==> src/design/eyxz_pkg.sv <==
// Shared constants, types and functions of the Euler YXZ transform matrix core.
package eyxz_pkg;

   localparam int CORDIC_STEPS = 16;
   localparam int STEP_W = $clog2(CORDIC_STEPS);
   localparam int ATAN_W = 5;
   localparam int QUO_W = 25;
   localparam int REM_W = 16;
   localparam int DIV_PER_CELL = (QUO_W + CORDIC_STEPS - 1) / CORDIC_STEPS;
   localparam int DIV_TOTAL = CORDIC_STEPS * DIV_PER_CELL;
   localparam int DIV_ONE_POS = DIV_TOTAL - 1 - 24;
   localparam int PIPE_LEN = CORDIC_STEPS + 5;

   localparam logic signed [31:0] CORDIC_GAIN = 32'sd652032874;
   localparam logic signed [16:0] HALF_PI = 17'sd16384;
   localparam logic signed [16:0] FULL_PI = 17'sd32768;
   localparam logic signed [31:0] Q16_MAX = 32'sh7FFFFFFF;
   localparam logic signed [31:0] Q16_MIN = 32'sh80000000;

   localparam logic [1:0] KIND_MODEL = 2'd0;
   localparam logic [1:0] KIND_NORMAL = 2'd1;
   localparam logic [1:0] KIND_PLANAR = 2'd2;
   localparam logic [1:0] KIND_NONE = 2'd3;

   typedef struct packed {
      logic [1:0]              kind;
      logic [2:0][31:0]        pos;
      logic [2:0][15:0]        scale;
      logic [2:0]              neg;
      logic [2:0][31:0]        x;
      logic [2:0][31:0]        y;
      logic [2:0][31:0]        z;
      logic [2:0][REM_W-1:0]   rem;
      logic [2:0][QUO_W-1:0]   quo;
      logic [2:0][15:0]        dvs;
   } pipe_type;

   function automatic logic signed [31:0] atan_angle(input logic [ATAN_W-1:0] idx);
      logic signed [31:0] a;
      unique case (idx)
         5'd0:  a = 32'sd536870912;
         5'd1:  a = 32'sd316933406;
         5'd2:  a = 32'sd167458907;
         5'd3:  a = 32'sd85004756;
         5'd4:  a = 32'sd42667331;
         5'd5:  a = 32'sd21354465;
         5'd6:  a = 32'sd10679838;
         5'd7:  a = 32'sd5340245;
         5'd8:  a = 32'sd2670163;
         5'd9:  a = 32'sd1335087;
         5'd10: a = 32'sd667544;
         5'd11: a = 32'sd333772;
         5'd12: a = 32'sd166886;
         5'd13: a = 32'sd83443;
         5'd14: a = 32'sd41722;
         5'd15: a = 32'sd20861;
         5'd16: a = 32'sd10430;
         5'd17: a = 32'sd5215;
         5'd18: a = 32'sd2608;
         5'd19: a = 32'sd1304;
         5'd20: a = 32'sd652;
         5'd21: a = 32'sd326;
         5'd22: a = 32'sd163;
         5'd23: a = 32'sd81;
         5'd24: a = 32'sd41;
         default: a = 32'sd0;
      endcase
      return a;
   endfunction

   function automatic logic signed [31:0] mul30(input logic signed [31:0] a,
                                                input logic signed [31:0] b);
      logic signed [63:0] p;
      p = a * b + 64'sd536870912;
      return p[61:30];
   endfunction

endpackage

==> src/design/eyxz_cell.sv <==
// One cell of the chain: a CORDIC rotation for three angles and reciprocal division steps.
module eyxz_cell (
   input  logic                        clock,
   input  logic                        en,
   input  logic [eyxz_pkg::STEP_W-1:0] step,
   input  eyxz_pkg::pipe_type          pipe_i,
   output eyxz_pkg::pipe_type          pipe_o
);

   eyxz_pkg::pipe_type pipe_in;
   eyxz_pkg::pipe_type pipe_ff;

   always_comb begin
      logic signed [31:0] xs, ys, zs, dx, dy, at;
      logic [eyxz_pkg::REM_W:0] sh;
      logic [eyxz_pkg::REM_W-1:0] r;
      logic [eyxz_pkg::QUO_W-1:0] q;
      logic b;
      pipe_in = pipe_i;
      at = eyxz_pkg::atan_angle(eyxz_pkg::ATAN_W'(step));
      for (int l = 0; l < 3; l++) begin
         xs = $signed(pipe_i.x[l]);
         ys = $signed(pipe_i.y[l]);
         zs = $signed(pipe_i.z[l]);
         dx = ys >>> step;
         dy = xs >>> step;
         if (!zs[31]) begin
            pipe_in.x[l] = xs - dx;
            pipe_in.y[l] = ys + dy;
            pipe_in.z[l] = zs - at;
         end else begin
            pipe_in.x[l] = xs + dx;
            pipe_in.y[l] = ys - dy;
            pipe_in.z[l] = zs + at;
         end
         r = pipe_i.rem[l];
         q = pipe_i.quo[l];
         for (int k = 0; k < eyxz_pkg::DIV_PER_CELL; k++) begin
            b = ((int'(step) * eyxz_pkg::DIV_PER_CELL + k) == eyxz_pkg::DIV_ONE_POS);
            sh = {r, b};
            if (sh >= {1'b0, pipe_i.dvs[l]}) begin
               sh = sh - {1'b0, pipe_i.dvs[l]};
               q = {q[eyxz_pkg::QUO_W-2:0], 1'b1};
            end else begin
               q = {q[eyxz_pkg::QUO_W-2:0], 1'b0};
            end
            r = sh[eyxz_pkg::REM_W-1:0];
         end
         pipe_in.rem[l] = r;
         pipe_in.quo[l] = q;
      end
   end

   always_ff @(posedge clock) begin
      if (en) begin
         pipe_ff <= pipe_in;
      end
   end

   assign pipe_o = pipe_ff;

endmodule

==> config.mk <==
export PLATFORM = sky130hd
export DESIGN_NAME = eyxz_cell
export DESIGN_NICKNAME = d
export VERILOG_FILES = /design/src/design/eyxz_pkg.sv /design/src/design/eyxz_cell.sv
export SDC_FILE = /design/constraint.sdc
export NUM_CORES = 2
export LEC_CHECK = 0
export ABC_AREA = 1
export BUFFER_PORTS_ARGS = -buffer_cell sky130_fd_sc_hd__buf_2
export CAP_MARGIN = 20
export CORE_AREA = 5 5 479 481
export DETAILED_ROUTE_END_ITERATION = 10
export DIE_AREA = 0 0 484 486
export GPL_ROUTABILITY_DRIVEN = 0
export PLACE_DENSITY = 0.53
export SLEW_MARGIN = 15
export SYNTH_ARGS = -nofsm -noshare
export SYNTH_HDL_FRONTEND = slang
export SYNTH_SLANG_ARGS = --single-unit
==> constraint.sdc <==
create_clock -name clock -period 5.9 [get_ports clock]
set_input_delay 1.77 -clock clock [delete_from_list [all_inputs] [get_ports clock]]
set_output_delay 1.77 -clock clock [all_outputs]
set_load 0.005 [all_outputs]
# Yosys cells after proc, flatten, opt, wreduce, memory -nomap -nowiden

Memories as Yosys holds them, arrays and structs flattened.
Cells that the tools add are included.

$add $sub $neg: 25
$mul: 0
Div/mod/pow operators: 0
Magnitude comparators: 6
Eq/ne operators: 1
Shifts and indexed selects: 6
Muxes and demuxes: 21
Bitwise logic cells: 0
Reductions and logical operators: 0

Operators by type and width:

| cell                                                             | number |
|---|---|
| 32-bit adder                                                     | 9 |
| 32-bit 2-to-1 mux                                                | 9 |
| 32-bit subtractor                                                | 9 |
| 32-bit by 4-bit >>> shifter with 32-bit output                   | 6 |
| 17-bit by 16-bit >= comparator with 1-bit output                 | 6 |
| 16-bit 2-to-1 mux                                                | 6 |
| 16-bit subtractor                                                | 6 |
| 5-bit by 1-bit adder with 6-bit output (second input constant)   | 1 |
| 6-bit by 3-bit == test with 1-bit output (second input constant) | 1 |
| 1-bit 2-to-1 mux                                                 | 6 |

Flip-flop bits (word level): 608
Latch bits: 0
Memory bits (writable): 0
Memory bits (read-only): 480
Output and inout bits: 608
Memories kept: 1

Memories:

| name            | depth | bits a word | rd ports | clocked after Yosys merged registers in | write ports | RTL line       | RTL |
|---|---|---|---|---|---|---|---|
| (no name shown) | 16    | 30          | 1        | 0                                       | 0           | eyxz_pkg.sv:40 | `unique case (idx)` |

# Depth between registers and ports, before layout

Word-level depth: 4
Mapped depth: 33

# Worst setup path before layout

No wires, ideal clock.

Path kind: input port to flip-flop
Start point: input port step[0] (netlist name)
End point: register pipe_ff, in the netlist pipe_o[231] (data pin)
Arrival: 5342 ps
Setup slack: 306 ps
Stages: 30
Path buffers: 3
Cell sequence: buf_6 > inv_4 > buf_6 > buf_2 > ha_1 > nand2_2 > nand3_1 > nand2_1 > nand2_1 > inv_2 > nand4_1 > nor2_2 > nand3_1 > inv_2 > nand2_2 > nand2_1 > inv_1 > nand2_1 > o21ai_0 > ha_1 > nand2_1 > nor2_1 > and3_1 > nand4_1 > nand3_1 > a21oi_1 > o21ai_0 > nand3_1 > nand3_1 > nand2_1

RTL lines:

| what                   | RTL line        | RTL |
|---|---|---|
| start: declaration     | eyxz_cell.sv:5  | `input logic [eyxz_pkg::STEP_W-1:0] step,` |
| end signal: assignment | eyxz_cell.sv:56 | `pipe_ff <= pipe_in;` |
| end: declaration       | eyxz_cell.sv:11 | `eyxz_pkg::pipe_type pipe_ff;` |

==> qor.txt <==
Outcome = finished clean
#FFs+latches synth = 608
Adder-Cell Fraction of Synth Area = 0.0918
Synth Area in XOR/XNOR = 0.0686
Nets = 11600
TritonCTS clock tree = done
WS Path Type = input pin to flop
Mapped cell area = 55900 sq um
Tmin final = 5520 ps
Most instantiated cells after synthesis = nand2_1, nand3_1, inv_1
Top Usage Layer GRT = met2
Slew of the pin with the lowest slew margin = 1010 ps
FFs w/ async S/R, synth = 0
Pwr per Cell Area = 269 nW/um^2
Max-slew violations = 0
Initial antenna violation count = 163
Root Driver = clkbuf_16
Fmax = 181 MHz
Fin. Hold Viols = 0
Grt total ovfl = 0
RSZ-0062 raised after global routing = no
Detailed placer's ending HPWL = 262000 microns
Fin crit share = 0.935
Initial Utilization = 0.249
PortBufs = 1215
Commonest register cell after synthesis = edfxtp_1
Num CTS Buffers = 75
Setup TNS = 0 ps
Critical path startpoint category = input pin
Global-route wire length before repair = 425000 microns
Core Region = 224000 sq um
Most common cell in the netlist = nand2_1
Peak supply drop = 255 uV
Clock share of power = 0.218
Die height = 486 microns
CTS sink count = 608
Clk buf depth = 3
Drt total wl = 303000 microns
Syn Nets = 8942
Final setup margin = 383 ps
Largest family of logic cells by synthesized area = simple AND/OR/NAND/NOR gates
Distinct cells, synth = 51
Combinational power share = 0.487
Compound-cell area share of the yosys netlist = 0.107
Relative slew slack = 0.320
Rows = 174
Yosys top cell by area = edfxtp_1
Total power = 21.4 mW
Vias in the first global route = 63500
Worst-path clk slew = 60 ps
Share of layout cells above drive strength 1 = 0.288
Total GRT Usage = 0.244
Warnings, synthesis = 0
Syn Inst Count = 7927
Synth area leaders = edfxtp_1, nand2_1, nand3_1
GR Util met2 = 0.428
Flop pwr share = 0.295
Largest net degree at the start of global routing = 97
Utilization after layout = 0.355
Max Cap Viol = 0
Switching Share = 0.391
Sequential area share after synthesis = 0.327
Crit. End Element = flop
P_leak = 40.1 nW
DRC = 0
EDFF count, synth = 608
Pre-CTS setup slack = -573 ps
Post-CTS setup buffer count = 0
Max reg flops = 608
Power Internal = 13.0 mW
Die Area = 235000 sq um
Required time worst endpoint = 6340 ps
Hold/Removal Path Class = input pin to flop
M1 GR Usage = 0.281
First DRT Iteration DRCs = 5245
Post-Synth Simple-Gate Area = 0.337
Final setup violation count = 0
P&R area growth vs syn = 42.5%
Post-DRT Antenna Nets = 0
Via count = 66200
P_sw = 8.35 mW
Pre-antenna DRT Iters = 9
Mux contribution to synthesized area = 0
CTS H-Tree Depth = 3
Via/cell ratio = 4.83
# IOs = 1222
Syn Area/Cell = 7.05 sq um
Crit path max fanout = 5
WL/cell = 22.1 microns
Data arrival, critical path = 5960 ps
Top cell type's share of synthesized area = 0.327
Met3 GRT Util = 0.0591
Die W = 484 microns
Hold slack final = 1230 ps
[metrics by stage]
step | cell area, sq um | cells
2_1_floorplan | 55900 | 7927
3_3_place_gp | 77000 | 13500
3_5_place_dp | 77000 | 13500
4_1_cts | 79500 | 13600
5_1_grt | 79500 | 13700
6_report | 79600 | 13700
[logic make-up (layout without fill, tap and decap cells)]
kind of cell | Yosys count | after routing
xor+xnor | 438 | 438
buf+inv | 951 | 3667
simple gates | 4492 | 4492
other cells | 0 | 76
compound gates | 1037 | 1037
flops | 608 | 608
fa+ha+maj | 401 | 401
[layer usage]
layer | up-vias | wire [microns]
li1 | 32100 | -
met1 | 30800 | 116000
met2 | 2620 | 147000
met3 | 613 | 24500
met4 | 92 | 16000
met5 | - | 542
[power by group through the flow]
stage	Sequential (mW)	Combinational, mW	Clock [mW]
floorplan	6.27	4.70	0
global placement	6.43	10.3	0
detailed placement	6.42	10.4	0
CTS	6.36	10.4	4.83
global route	6.38	11.4	5.00
finish	6.32	10.4	4.65
[path summary, 6_finish.rpt]
| kind | start | to | slack [ps] | cells after the start |
|---|---|---|---|---|
| setup / recovery | step[1] | pipe_o[194] | 380 | 27 |
| hold / removal | pipe_i[584] | pipe_o[584] | 1230 | 1 |
[timing repair]
item,in CTS,in global routing
hold buffers,0,0
resized for setup,0,3
endpoints found under the setup margin,0,2
[cell usage in the layout, fill, tap and decap left out, types with 76 or more instances in the layout]
cell	netlist	final
inv_1	678	676
xnor2_1	116	116
buf_4	12	1562
diode_2	0	76
o21ai_0	291	288
nor2_1	598	594
clkbuf_16	0	76
ha_1	386	386
a21oi_1	396	396
nand4_1	85	85
nand3_1	1037	1037
xor2_1	322	322
edfxtp_1	608	608
buf_2	91	1210
nand2_1	2610	2610
[worst max-delay path, stage by stage]
cell	delay, ps
buf_4	180
buf_4	170
ha_1	200
inv_1	60
nor2_1	40
o21ai_0	200
o21ai_2	130
ha_1	230
inv_1	70
nor2_1	40
inv_1	60
nor2_1	60
nand3_1	110
buf_4	120
nand2_1	80
o21ai_0	600
buf_4	230
ha_1	280
a21oi_1	230
o21ai_0	100
a21oi_1	210
inv_1	110
nand2_1	70
nand2_1	70
a21oi_1	240
o21bai_1	110
xor2_1	160
[final cells by class]
type                       count  area [sq um]
sequential                   608         18300
inverter                     721          2720
clock inverter                54           477
tap                         2992          3740
multi-input combinational   6368         33800
timing repair buffer        2809         18500
antenna                       76           190
fill                       23700        145000
clock buffer                  83          1930
Note: power is estimated with default switching activity, not from simulation.
